===== config.mk =====
export PLATFORM = sky130hd
export DESIGN_NAME = pbm_ctrl
export DESIGN_NICKNAME = d
export VERILOG_FILES = /design/src/rtl/pbm_pkg.sv /design/src/rtl/pbm_ctrl.sv
export VERILOG_INCLUDE_DIRS = /design/src /design/src/rtl
export SDC_FILE = /design/constraint.sdc
export NUM_CORES = 1
export LEC_CHECK = 0
export BUFFER_PORTS_ARGS = -buffer_cell sky130_fd_sc_hd__clkbuf_2
export CELL_PAD_IN_SITES_DETAIL_PLACEMENT = 1
export CELL_PAD_IN_SITES_GLOBAL_PLACEMENT = 1
export CORE_ASPECT_RATIO = 1.4
export CORE_UTILIZATION = 45
export DETAILED_ROUTE_END_ITERATION = 7
export GPL_TIMING_DRIVEN = 0
export PLACE_DENSITY_LB_ADDON = 0.1
export SYNTH_ARGS = -nofsm -noshare
export SYNTH_HDL_FRONTEND = slang
export SYNTH_SLANG_ARGS = --single-unit
export TNS_END_PERCENT = 5

===== constraint.sdc =====
create_clock -name i_clk -period 4.3 [get_ports i_clk]
set_clock_uncertainty 0.15 [all_clocks]
set_input_delay 0.645 -clock i_clk [delete_from_list [all_inputs] [get_ports i_clk]]
set_output_delay 0.645 -clock i_clk [all_outputs]
set_load 0.05 [all_outputs]

===== src/rtl/pointer_ballistics_mapper_assert.svh =====
// ----------------------------------------------------------------------------
// pointer ballistics mapper assertion macros
// shared concurrent assertion forms, clocked on i_clk, off during reset
// ----------------------------------------------------------------------------
`ifndef POINTER_BALLISTICS_MAPPER_ASSERT_SVH
`define POINTER_BALLISTICS_MAPPER_ASSERT_SVH

// same-cycle implication
`define PBM_ASSERT_IMPL(lbl, ante, cons) \
    lbl: assert property (@(posedge i_clk) disable iff (!i_rst_n) (ante) |-> (cons)) \
        else $error("pbm assertion failed");

// next-cycle implication
`define PBM_ASSERT_NEXT(lbl, ante, cons) \
    lbl: assert property (@(posedge i_clk) disable iff (!i_rst_n) (ante) |=> (cons)) \
        else $error("pbm assertion failed");

`endif


===== src/rtl/pbm_pkg.sv =====
// ----------------------------------------------------------------------------
// pbm_pkg
// constants, command and status types and log2 / exp2 node tables
// ----------------------------------------------------------------------------
package pbm_pkg;

    localparam int EDGE_PAD          = 20;
    localparam int LOG_TABLE_ENTRIES = 64;
    localparam int LOG_IDX_W         = $clog2(LOG_TABLE_ENTRIES + 1);
    localparam int POS_W             = 16 + LOG_IDX_W;

    localparam logic signed [23:0] LOG2_005 = -24'sd283242;
    localparam logic [17:0] MULT_MIN = 18'd13107;
    localparam logic [17:0] MULT_MAX = 18'd229376;
    localparam logic [17:0] MULT_ONE = 18'd65536;
    localparam int SMALL_SUM_MAX = 655;

    localparam int DIV_STEPS  = 21;
    localparam int SQRT_STEPS = 22;
    localparam int CNT_W      = 5;

    localparam int CFG_IDX_W  = 4;
    localparam int CFG_DATA_W = 16;

    typedef enum logic [CFG_IDX_W-1:0] {
        REG_SCREEN_WIDTH  = 4'd0,
        REG_SCREEN_HEIGHT = 4'd1,
        REG_GAIN          = 4'd2,
        REG_ACCEL         = 4'd3,
        REG_WINDOW_LEFT   = 4'd4,
        REG_WINDOW_RIGHT  = 4'd5,
        REG_WINDOW_TOP    = 4'd6,
        REG_WINDOW_BOTTOM = 4'd7
    } t_cfg_reg;

    typedef enum logic [1:0] {
        OUT_ZERO  = 2'd0,
        OUT_TRUNC = 2'd1,
        OUT_ROUND = 2'd2
    } t_out_kind;

    typedef struct packed {
        logic      load;
        logic      axis;
        logic      map_setup;
        logic      div_step;
        logic      map_store;
        logic      first_store;
        logic      sq_x;
        logic      sq_y;
        logic      sqrt_init;
        logic      sqrt_step;
        logic      norm_step;
        logic      log_step;
        logic      pow_step;
        logic      exp_step;
        logic      scale_step;
        logic      shift_step;
        logic      unity;
        logic      mv_mul;
        logic      mv_fin;
        logic      out_load;
        t_out_kind out_kind;
    } t_pbm_cmd;

    typedef struct packed {
        logic short_move;
        logic norm_done;
    } t_pbm_stat;

    typedef logic [LOG_TABLE_ENTRIES:0][17:0] t_node_tab;

    // log2 of a Q1.16 mantissa by repeated squaring
    function automatic logic [16:0] f_log2_sq(input logic [17:0] m);
        logic [35:0] x;
        logic [16:0] y;
        x = 36'(m);
        y = '0;
        for (int k = 1; k <= 16; k++) begin
            x = (x * x) >> 16;
            if (x >= 36'd131072) begin
                x = x >> 1;
                y[16-k] = 1'b1;
            end
        end
        return y;
    endfunction

    function automatic t_node_tab f_build_log();
        t_node_tab tab;
        for (int i = 0; i <= LOG_TABLE_ENTRIES; i++) begin
            if (i == LOG_TABLE_ENTRIES) begin
                tab[i] = 18'd65536;
            end else begin
                tab[i] = 18'(f_log2_sq(18'(65536 + (i * 65536) / LOG_TABLE_ENTRIES)));
            end
        end
        return tab;
    endfunction

    function automatic t_node_tab f_build_exp();
        t_node_tab tab;
        int lo;
        int hi;
        int mid;
        int q;
        for (int i = 0; i <= LOG_TABLE_ENTRIES; i++) begin
            if (i == LOG_TABLE_ENTRIES) begin
                tab[i] = 18'd131072;
            end else begin
                q  = (i * 65536) / LOG_TABLE_ENTRIES;
                lo = 65536;
                hi = 131072;
                for (int it = 0; it < 18; it++) begin
                    if (lo < hi) begin
                        mid = (lo + hi) >> 1;
                        if (int'(f_log2_sq(18'(mid))) >= q) begin
                            hi = mid;
                        end else begin
                            lo = mid + 1;
                        end
                    end
                end
                tab[i] = 18'(lo);
            end
        end
        return tab;
    endfunction

    localparam t_node_tab LOG_NODES = f_build_log();
    localparam t_node_tab EXP_NODES = f_build_exp();

endpackage


===== src/rtl/pbm_ctrl.sv =====
// ----------------------------------------------------------------------------
// pbm_ctrl
// sequencer for one request, handshakes and the tracking flag
// ----------------------------------------------------------------------------
`include "pointer_ballistics_mapper_assert.svh"

module pbm_ctrl import pbm_pkg::*; (
    input  logic      i_clk,
    input  logic      i_rst_n,
    input  logic      i_in_valid,
    input  logic      i_mode,
    output logic      o_in_stall,
    output logic      o_out_valid,
    input  logic      i_out_stall,
    input  t_pbm_stat i_stat,
    output t_pbm_cmd  o_cmd
);

    typedef enum logic [16:0] {
        S_IDLE      = 17'h00001,
        S_MAP_MUL   = 17'h00002,
        S_MAP_DIV   = 17'h00004,
        S_MAP_STORE = 17'h00008,
        S_SQ_X      = 17'h00010,
        S_SQ_Y      = 17'h00020,
        S_CHECK     = 17'h00040,
        S_SQRT      = 17'h00080,
        S_NORM      = 17'h00100,
        S_LOG       = 17'h00200,
        S_POW       = 17'h00400,
        S_EXP       = 17'h00800,
        S_SCALE     = 17'h01000,
        S_SHIFT     = 17'h02000,
        S_MV_MUL    = 17'h04000,
        S_MV_FIN    = 17'h08000,
        S_DONE      = 17'h10000
    } t_state;

    t_state     r_state, n_state;
    logic       r_axis, n_axis;
    logic [CNT_W-1:0] r_count, n_count;
    logic       r_have_prev, n_have_prev;
    logic       r_out_valid, n_out_valid;
    t_out_kind  r_out_kind, n_out_kind;
    logic       w_in_acc;
    t_pbm_cmd   w_cmd;

    assign w_in_acc = i_in_valid && (r_state == S_IDLE);

    always_comb begin
        n_state     = r_state;
        n_axis      = r_axis;
        n_count     = r_count;
        n_have_prev = r_have_prev;
        n_out_valid = r_out_valid && i_out_stall;
        n_out_kind  = r_out_kind;
        w_cmd          = '0;
        w_cmd.axis     = r_axis;
        w_cmd.out_kind = r_out_kind;
        unique case (r_state)
            S_IDLE: begin
                if (w_in_acc) begin
                    w_cmd.load = 1'b1;
                    if (i_mode) begin
                        n_have_prev = 1'b0;
                        n_out_kind  = OUT_ZERO;
                        n_state     = S_DONE;
                    end else begin
                        n_axis  = 1'b0;
                        n_state = S_MAP_MUL;
                    end
                end
            end
            S_MAP_MUL: begin
                w_cmd.map_setup = 1'b1;
                n_count = '0;
                n_state = S_MAP_DIV;
            end
            S_MAP_DIV: begin
                w_cmd.div_step = 1'b1;
                n_count = r_count + CNT_W'(1);
                if (r_count == CNT_W'(DIV_STEPS - 1)) begin
                    n_state = S_MAP_STORE;
                end
            end
            S_MAP_STORE: begin
                w_cmd.map_store = 1'b1;
                if (!r_axis) begin
                    n_axis  = 1'b1;
                    n_state = S_MAP_MUL;
                end else if (!r_have_prev) begin
                    w_cmd.first_store = 1'b1;
                    n_have_prev = 1'b1;
                    n_out_kind  = OUT_TRUNC;
                    n_state     = S_DONE;
                end else begin
                    n_state = S_SQ_X;
                end
            end
            S_SQ_X: begin
                w_cmd.sq_x = 1'b1;
                n_state = S_SQ_Y;
            end
            S_SQ_Y: begin
                w_cmd.sq_y = 1'b1;
                n_state = S_CHECK;
            end
            S_CHECK: begin
                n_axis = 1'b0;
                if (i_stat.short_move) begin
                    w_cmd.unity = 1'b1;
                    n_state = S_MV_MUL;
                end else begin
                    w_cmd.sqrt_init = 1'b1;
                    n_count = '0;
                    n_state = S_SQRT;
                end
            end
            S_SQRT: begin
                w_cmd.sqrt_step = 1'b1;
                n_count = r_count + CNT_W'(1);
                if (r_count == CNT_W'(SQRT_STEPS - 1)) begin
                    n_state = S_NORM;
                end
            end
            S_NORM: begin
                if (i_stat.norm_done) begin
                    n_state = S_LOG;
                end else begin
                    w_cmd.norm_step = 1'b1;
                end
            end
            S_LOG: begin
                w_cmd.log_step = 1'b1;
                n_state = S_POW;
            end
            S_POW: begin
                w_cmd.pow_step = 1'b1;
                n_state = S_EXP;
            end
            S_EXP: begin
                w_cmd.exp_step = 1'b1;
                n_state = S_SCALE;
            end
            S_SCALE: begin
                w_cmd.scale_step = 1'b1;
                n_state = S_SHIFT;
            end
            S_SHIFT: begin
                w_cmd.shift_step = 1'b1;
                n_axis  = 1'b0;
                n_state = S_MV_MUL;
            end
            S_MV_MUL: begin
                w_cmd.mv_mul = 1'b1;
                n_state = S_MV_FIN;
            end
            S_MV_FIN: begin
                w_cmd.mv_fin = 1'b1;
                if (!r_axis) begin
                    n_axis  = 1'b1;
                    n_state = S_MV_MUL;
                end else begin
                    n_out_kind = OUT_ROUND;
                    n_state    = S_DONE;
                end
            end
            S_DONE: begin
                if (!r_out_valid || !i_out_stall) begin
                    w_cmd.out_load = 1'b1;
                    n_out_valid = 1'b1;
                    n_state     = S_IDLE;
                end
            end
            default: n_state = S_IDLE;
        endcase
    end

    always_ff @(posedge i_clk) begin
        if (!i_rst_n) begin
            r_state     <= S_IDLE;
            r_axis      <= 1'b0;
            r_count     <= '0;
            r_have_prev <= 1'b0;
            r_out_valid <= 1'b0;
            r_out_kind  <= OUT_ZERO;
        end else begin
            r_state     <= n_state;
            r_axis      <= n_axis;
            r_count     <= n_count;
            r_have_prev <= n_have_prev;
            r_out_valid <= n_out_valid;
            r_out_kind  <= n_out_kind;
        end
    end

    assign o_cmd       = w_cmd;
    assign o_in_stall  = (r_state != S_IDLE);
    assign o_out_valid = r_out_valid;

    `PBM_ASSERT_IMPL(a_div_count, r_state == S_MAP_DIV, r_count < CNT_W'(DIV_STEPS))
    `PBM_ASSERT_NEXT(a_done_hands_off, w_cmd.out_load, r_out_valid && (r_state == S_IDLE))
    `PBM_ASSERT_NEXT(a_restart_clears, w_in_acc && i_mode, !r_have_prev && (r_state == S_DONE))
    `PBM_ASSERT_IMPL(a_move_needs_prev, r_state == S_SQ_X, r_have_prev)

endmodule


# [Word-level counts from Yosys, hierarchy flattened]
# Index checks and enable logic that the tools add are counted.
[totals] register_bits=27 input_bits=7
[classes] reduce_logical=17 n_addsub=1 n_mux=53 n_eq_ne=31
[ops] cell="$pmux 17 s17" count=1
[ops] cell="$mux 17" count=9
[ops] cell="$mux 1" count=31
[ops] cell="$ne 2x2->1 const B" count=11
[ops] cell="$eq 17x1->1 const B" count=1
[ops] cell="$eq 17x10->1 const B" count=1
[ops] cell="$eq 17x11->1 const B" count=1
[ops] cell="$eq 17x12->1 const B" count=1
[ops] cell="$eq 17x13->1 const B" count=1
[ops] cell="$eq 17x14->1 const B" count=1
[ops] cell="$eq 17x15->1 const B" count=1
[ops] cell="$eq 17x16->1 const B" count=1
[ops] cell="$eq 17x17->1 const B" count=1
[ops] cell="$eq 17x2->1 const B" count=1
[ops] cell="$eq 17x3->1 const B" count=1
[ops] cell="$eq 17x4->1 const B" count=1
[ops] cell="$eq 17x5->1 const B" count=1
[ops] cell="$eq 17x6->1 const B" count=1
[ops] cell="$eq 17x7->1 const B" count=1
[ops] cell="$eq 17x8->1 const B" count=1
[ops] cell="$eq 17x9->1 const B" count=1
[ops] cell="$ne 17x1->1 const B" count=1
[ops] cell="$mux 15" count=1
[ops] cell="$pmux 5 s3" count=1
[ops] cell="18 further kinds" count=30

# [Longest topological paths before layout]
# Gate-level depths: netlist (run 1).
[depth] word_depth=4 mapped_depth=7 ltp_nobuf=6

# [Worst setup path after synthesis (run 1)]
# Ideal clock, no wire load.
[synth_path] path_type="reg-to-output" startpoint="reg r_state[5]" endpoint="out o_cmd[2] (netlist name)" t_required_ps=3505 stages_incl_launch_ff=7 arrival_time_ps=2316 slack_ps=1189 cell_sequence="dfxtp_1 > buf_2 > or4_4 > buf_6 > nor4_4 > nand3b_1 > a21oi_1"
[synth_rtl] item="from (decl)" line="pbm_ctrl.sv:39" text="t_state r_state, n_state;"
[synth_rtl] item="from (signal assigned)" line="pbm_ctrl.sv:188" text="r_state <= n_state;"
[synth_rtl] item="to (decl)" line="pbm_ctrl.sv:16" text="output t_pbm_cmd o_cmd"

==> metrics, run 1 <==
global-route wire length before repair=just under 9000 um; Post-Route Utilization=between 50% and 60%; ANT cells=0; Max Cap Viol=0; Finished Cell Area=2077 sq um; Clock Tree Root=clkbuf_8; Initial Utilization=46.65%; Crit path largest cell delay=roughly 0.48 ns; Overflow after GRT=0; sequential cell area fraction in the yosys report=around 30%; crit end category=output pin; Yosys warnings=0; via count=between 1500 and 2000; row count=27; Final Hold Fails=0; startpoint types=flip-flop; Sinks on Clock Net=27; cts hold-fix bufs=0; vias in the first global route=~1800; drt via density=6.191; CTS H-tree lvls=1; largest net degree at the start of global routing=15; PwrDens=about 430 nW/um^2; Max Root-Sink Buffers=2; Mean Syn Cell Area=~8 sq um; Yosys top cell by area=dfxtp_1; Synth Instances=roughly 220; # Post-CTS Setup Buffers=0; relative slew slack=between 50% and 60%; Port Buffer Count=30; commonest non-fill, non-tap cell in the layout=clkbuf_2; die footprint=about 4300 sq um; Hold Path Class=reg -> reg; Routed WL=5366 um; chip height=approximately 77 um; R2R Setup Slk=roughly 1.8 ns; DR DRC count=0; die width=approximately 56 um; WL/cell=roughly 18 um; Worst Tran Pin Value=between 0.6 and 0.7 ns; Clk Latency, worst-skew pair=between 0.2 and 0.3 ns; Finish-stage setup viols=0; Peak supply drop=roughly 0.26 mV; clk slew on worst S/H paths=0.09 ns; DP HPWL=between 4000 and 5000 um; mapped cell area=roughly 1800 sq um; Async SR Flop Fraction=0%; Synth area leaders=dfxtp_1 (30%), nor2_1 (5.1%), nor3_1 (3.6%), nor4_4 (3.5%), nand4_1 (3.4%); top cell type's share of synthesized area=between 20 and 30%; status=finished clean; critical-path maximum fanout=8; fin crit share=between 70% and 80%; post-route antenna net violation count=0; ratio of cells with drive above 1 in the final layout=a little under a quarter; critical-path cell list=clkbuf_1 -> nor4_2 -> nand4_1 -> or2_2 -> nor2_1 -> clkbuf_2; Setup Crit Path Kind=reg -> out; initial antenna violation count=0; synthesized net count=between 200 and 250; CTS Buf Count=3; Post-DP Area=2032 sq um; slowest cell on the critical path=nor4_2; max frequency=297.0 MHz; Layout area overhead=13.62%; TritonCTS clock tree=built; Slew Viols, Final=0; most frequent cells in the layout=clkbuf_2 (30), dfxtp_1 (27), nor2_1 (25), nor3_1 (13), nand2_1 (12); Seq cells post-synth=27; Yosys cell types=55; io pins=31; Worst EP arrival=approximately 2.6 ns; Power, Total=a little under 0.9 mW; Setup TNS Final=0 ns; WP data required=roughly 3.5 ns; DR iter-0 viols=70; post_cts resized=0; RSZ-0062 raised after global routing=false; NumNets Final=~270; Core Area=slightly below 4000 sq um; Post-synth EDFFs=0; Detailed Routing Iterations Pass 1=4; top_reg_cell synth=dfxtp_1; leakage=between 0.8 and 0.9 nW; Final Critical Period=~3.4 ns; gp weighted congestion=between 0.8 and 0.9; Total GRT Usage=between 20% and 30%
==> cells in the mapped netlist, drive strengths merged, types with 2 or more instances <==
master and n:
clkbuf 6, o2bb2ai 2, or4 6, xnor2 6
nand2 12, nand4b 2, or3 3, and3 3
inv 9, nor3b 3, o22ai 2, nand2b 2
ha 3, nor3 16, or4b 2, or2 4
nor4b 6, o31ai 3, and2 6, buf 9
o21a 4, nor4 11, o21ai 3, dfxtp 27
nand3b 4, nor2 25, xor2 2, nand3 6
nand4 11, a2bb2oi 3, a21oi 10
==> logic make-up (layout without fill, tap and decap cells) <==
group	count (synthesis)	after routing	share of synthesized area [%]
xor+xnor	8	8	3.833
compound gates	37	37	14.92
simple gates	123	123	42.64
flops	27	27	29.57
buf+inv	24	58	6.981
fa+ha+maj	3	3	2.054
==> state kept, by name, indices dropped and copies added, names as in the netlist <==
name / cells
r_count: 5
r_out_kind: 2
r_state: 17
r_have_prev: 1
o_out_valid: 1
r_axis: 1
==> worst paths after layout <==
path	cells past startpoint	end	startpoint
worst max-delay path	6	o_cmd[21]	r_state[6]$_SDFFE_PN0P_
worst min-delay path	2	r_out_kind[0]$_SDFFE_PN0P_	r_out_kind[0]$_SDFFE_PN0P_
worst max register to register	6	r_have_prev$_SDFFE_PN0P_	r_state[6]$_SDFFE_PN0P_
worst min register to register	2	r_out_kind[0]$_SDFFE_PN0P_	r_out_kind[0]$_SDFFE_PN0P_
==> through the flow <==
stage,setup WS [ns],instances,hold WS [ns]
4_1_cts,0.9911,299,0.3323
5_1_grt,0.8169,299,0.3766
3_3_place_gp,1.360,295,0.3122
3_5_place_dp,1.300,295,0.3124
6_report,0.9327,299,0.3256
2_1_floorplan,1.189,222,0.2956
==> report_power, final <==
group / switching (mW) / internal, mW
Combinational: 0.303 / 0.161
Clock: 0.0820 / 0.0666
Sequential: 0.0161 / 0.264
Total: 0.402 / 0.492
==> worst max-delay path, delay by kind of cell, from the launching register on <==
kind | cells | cell delay [ns]
buffers and inverters | 2 | 0.47
DFF | 1 | 0.31
and+or+nand+nor | 4 | 1.52
==> cell type report <==
class                           instances  area (sq um)
Buffer                                 15         93.84
Fill cell                             512          1842
Sequential cell                        27         540.5
Inverter                                9         33.78
Multi-Input combinational cell        171          1160
Tap cell                               43         53.80
Timing Repair Buffer                   30         150.1
Clock buffer                            4         45.04
==> layer usage <==
metal  vias up  share of wire, %  GRT usage [%]
li1        898                 -              -
met1       911                43          29.89
met2        37                53          48.80
met3         5               2.9          2.667
met4         0              0.78          5.854
met5         -                 0              0
Power figures use the tool's default switching activity.
==> run 2, diff against run 1 <==
--- a/config.mk
+++ b/config.mk
@@ -6,11 +6,12 @@
 export SDC_FILE = /design/constraint.sdc
 export NUM_CORES = 1
 export LEC_CHECK = 0
+export ABC_AREA = 1
 export BUFFER_PORTS_ARGS = -buffer_cell sky130_fd_sc_hd__clkbuf_2
 export CELL_PAD_IN_SITES_DETAIL_PLACEMENT = 1
 export CELL_PAD_IN_SITES_GLOBAL_PLACEMENT = 1
 export CORE_ASPECT_RATIO = 1.4
-export CORE_UTILIZATION = 45
+export CORE_UTILIZATION = 40
 export DETAILED_ROUTE_END_ITERATION = 7
 export GPL_TIMING_DRIVEN = 0
 export PLACE_DENSITY_LB_ADDON = 0.1
==> constraint.sdc (replaced) <==
create_clock -name i_clk -period 3.4 [get_ports i_clk]
set_clock_uncertainty 0.15 [all_clocks]
set_input_delay 0.51 -clock i_clk [delete_from_list [all_inputs] [get_ports i_clk]]
set_output_delay 0.51 -clock i_clk [all_outputs]
set_load 0.05 [all_outputs]
==> run 2 against run 1 <==
Net effect: count of clock-buffer cells in the layout stayed put; sequential share of layout area is 1.3 points lower; combinational power is 98% higher; via count is 1.6% higher; synthesized cell count is 31% higher; worst setup slack worse by 0.10 ns; utilization is 5.2 points lower; clock power is 26% higher; flip-flop and latch count stayed put; register-to-register slack worse by 0.31 ns; synthesized area is 4.8% higher; critical path depth is 1 higher; critical path type unchanged; largest power group unchanged.
==> metrics, run 2 <==
RSZ-0062 raised after global routing=false (unchanged); PwrDens=679.6 nW/um^2 (was 430.2 nW/um^2); ANT cells=0 (unchanged); cell with the most instances after synthesis=inv_1 (was dfxtp_1); largest net degree at the start of global routing=15 (unchanged); max reg flops=17 (unchanged); commonest non-fill, non-tap cell in the layout=inv_1 (was clkbuf_2); Layout area overhead=13.98% (was 13.62%); fin crit share=between 70 and 80%; Routed WL=5153 um (was 5366 um); Setup TNS Final=0 ns (unchanged); Finished Cell Area=2183 sq um (was 2077 sq um); post-synthesis compound-gate area fraction=5.160% (was 14.92%); DR DRC count=0 (unchanged); Max Cap Viol=0 (unchanged); Post-Route Utilization=47.76% (was 53.00%); Slew Viols, Final=0 (unchanged); Setup Crit Path Kind=reg -> out (unchanged); via count=1881 (was 1851); leakage=1.271 nW (was 0.8341 nW); gp weighted congestion=0.7898 (was 0.8935); TritonCTS clock tree=built (unchanged); post-route antenna net violation count=0 (unchanged); Detailed Routing Iterations Pass 1=4 (unchanged); Synth Instances=291 (was 222); crit end category=output pin (unchanged); post_cts resized=0 (unchanged); top cell type's share of synthesized area=28.22% (was 29.57%); io pins=31 (unchanged); Post-DP Area=2138 sq um (was 2032 sq um); Clock Tree Root=clkbuf_8 (unchanged); WP data required=2.74 ns (was 3.50 ns); cell count after placement=382 (was 295); Synth area leaders=dfxtp_1 (28%), inv_1 (11%), nand2_1 (9.6%), nand3_1 (8.9%), nor2_1 (7.6%) (was dfxtp_1 (30%), nor2_1 (5.1%), nor3_1 (3.6%), nor4_4 (3.5%), nand4_1 (3.4%)); hold path cells=2 (unchanged); worst hold start=r_out_kind[1]$_SDFFE_PN0P_ (was r_out_kind[0]$_SDFFE_PN0P_); critical-path maximum fanout=10 (was 8); max frequency=389.6 MHz; status=finished clean (unchanged); WL/cell=13.35 um (was 17.95 um); Hold Path Class=reg -> reg (unchanged); most frequent cells in the layout=inv_1 (56), nand2_1 (49), nor2_1 (39), nand3_1 (34), clkbuf_2 (29) (was clkbuf_2 (30), dfxtp_1 (27), nor2_1 (25), nor3_1 (13), nand2_1 (12)); worst reg-to-reg path cell count=11 (was 6); Final Hold Fails=0 (unchanged); post-synthesis mux area share=0% (unchanged); Final Critical Period=~2.6 ns; Clk Latency, worst-skew pair=0.27 ns (was 0.28 ns); drt via density=4.873 (was 6.191); Most flops, register=r_state (unchanged); mapped cell area=1916 sq um (was 1828 sq um); startpoint types=flip-flop (unchanged); top_reg_cell synth=dfxtp_1 (unchanged); Yosys cell types=30 (was 55); NumNets Final=335 (was 267); Total GRT Usage=22.91% (was 25.45%); r2r startpoint=r_state[0]$_SDFFE_PN1P_ (was r_state[6]$_SDFFE_PN0P_); DP HPWL=4214 um (was 4171 um); die footprint=5073 sq um (was 4325 sq um); Core Area=4572 sq um (was 3919 sq um); Filler Cells Inserted=671 (was 512); vias in the first global route=1965 (was 1770); Worst Tran Pin Value=0.5747 ns (was 0.6334 ns); synth cell count leaders=inv_1 (56), nand2_1 (49), nor2_1 (39) (was dfxtp_1 (27), nor2_1 (25), nor3_1 (13)); Sinks on Clock Net=27 (unchanged); ratio of cells with drive above 1 in the final layout=24.38% (was 22.66%); Port Buffer Count=29 (was 30); simple-gate share of the synthesized area=49.77% (was 42.64%); Worst EP arrival=1.91 ns (was 2.57 ns); registers with the most flip-flops=r_state (17), r_count (5), r_out_kind (2) (unchanged); die width=60.49 um (was 55.87 um); # Post-CTS Setup Buffers=0 (unchanged); worst flop-to-flop path endpoint=r_state[16]$_SDFFE_PN0P_ (was r_have_prev$_SDFFE_PN0P_); Initial Utilization=41.90% (was 46.65%); Yosys warnings=0 (unchanged); Seq cells post-synth=27 (unchanged); Mean Syn Cell Area=6.583 sq um (was 8.234 sq um); Finish-stage setup viols=0 (unchanged); clk slew on worst S/H paths=0.09 ns (about the same); Hold Path Sink=r_out_kind[1]$_SDFFE_PN0P_ (was r_out_kind[0]$_SDFFE_PN0P_); relative slew slack=61.69% (was 57.77%); initial antenna violation count=0 (unchanged); DR iter-0 viols=56 (was 70); Max Root-Sink Buffers=2 (unchanged); synthesized net count=301 (was 232); dpl ws=1.148 ns (was 1.300 ns); chip height=83.88 um (was 77.41 um); Sequential Area=540.5 sq um (unchanged); Async SR Flop Fraction=0% (unchanged); Multi-input gate area=1107 sq um (was 1160 sq um); Post-Synth Adder-Cell Area=1.960% (was 2.053%); post-route insts no fill=386 (was 299); Overflow after GRT=0 (unchanged); CTS Buf Count=3 (unchanged); global-route wire length before repair=8728 um (was 8687 um); Yosys top cell by area=dfxtp_1 (unchanged); worst setup margin=0.8330 ns (was 0.9327 ns); Peak supply drop=0.2695 mV (was 0.2619 mV); R2R Setup Slk=1.53 ns (was 1.84 ns); sequential cell area fraction in the yosys report=28.22% (was 29.57%); CTS H-tree lvls=1 (unchanged); Synth Area in XOR/XNOR=0.9144% (was 3.833%); cts hold-fix bufs=0 (unchanged); Post-synth EDFFs=0 (unchanged); row count=29 (was 27); largest family of logic cells by synthesized area=simple AND/OR/NAND/NOR gates (unchanged)
run 2: report_power, final:
part	internal [mW]	leakage [nW]	switching, mW
Sequential	0.352	0.219	0.0265
Combinational	0.271	1.03	0.648
Clock	0.0840	0.0228	0.103
Total	0.706	1.27	0.777
run 2: critical path, cell delays in order (launching register included):
cell and delay [ns]:
dfxtp_1 0.34, nor2_2 0.18, nand2_2 0.14, nor2_4 0.16, buf_6 0.16, nand3_1 0.08
nor3_1 0.23, clkbuf_2 0.33
run 2: worst max path at each step:
stage | startpoint | cells after the start | end
2_1_floorplan | r_state[6]$_SDFFE_PN0P_ | 6 | o_cmd[10]
3_3_place_gp | r_state[0]$_SDFFE_PN1P_ | 6 | o_cmd[5]
3_5_place_dp | r_state[0]$_SDFFE_PN1P_ | 6 | o_cmd[5]
4_1_cts | r_state[0]$_SDFFE_PN1P_ | 6 | o_cmd[5]
5_1_grt | r_state[0]$_SDFFE_PN1P_ | 6 | o_cmd[5]
6_report | r_state[0]$_SDFFE_PN1P_ | 7 | o_cmd[10]
run 2: cell families after synthesis:
group,Yosys count
and+or+nand+nor,174
buffers and inverters,66
DFF,27
AOI/OAI and AO/OA,19
adders and majority gates,3
xor gates and xnor gates,2
run 2: final cells by class:
type                       count  area share [%]
buffer                         6           1.948
clock buffer                   4           2.063
inverter                      60           10.32
multi-input combinational    198           50.72
sequential                    27           24.76
tap                           62           3.553
timing repair buffer          29           6.648
run 2: through the flow:
stage / hold slack [ns] / power, mW
after global routing: 0.3303 / 1.618
after detailed placement: 0.3090 / 1.312
after global placement: 0.3020 / 1.296
after CTS: 0.3188 / 1.504
after floorplan: 0.2942 / 1.119
final: 0.3210 / 1.484
run 2: layer usage:
metal	share of wire (%)	track usage (%)	routed length, um
met1	42	25.85	2170
met2	55	42.76	2826
met3	2.3	2.791	121
met4	0.66	6.198	34
met5	0	0	0
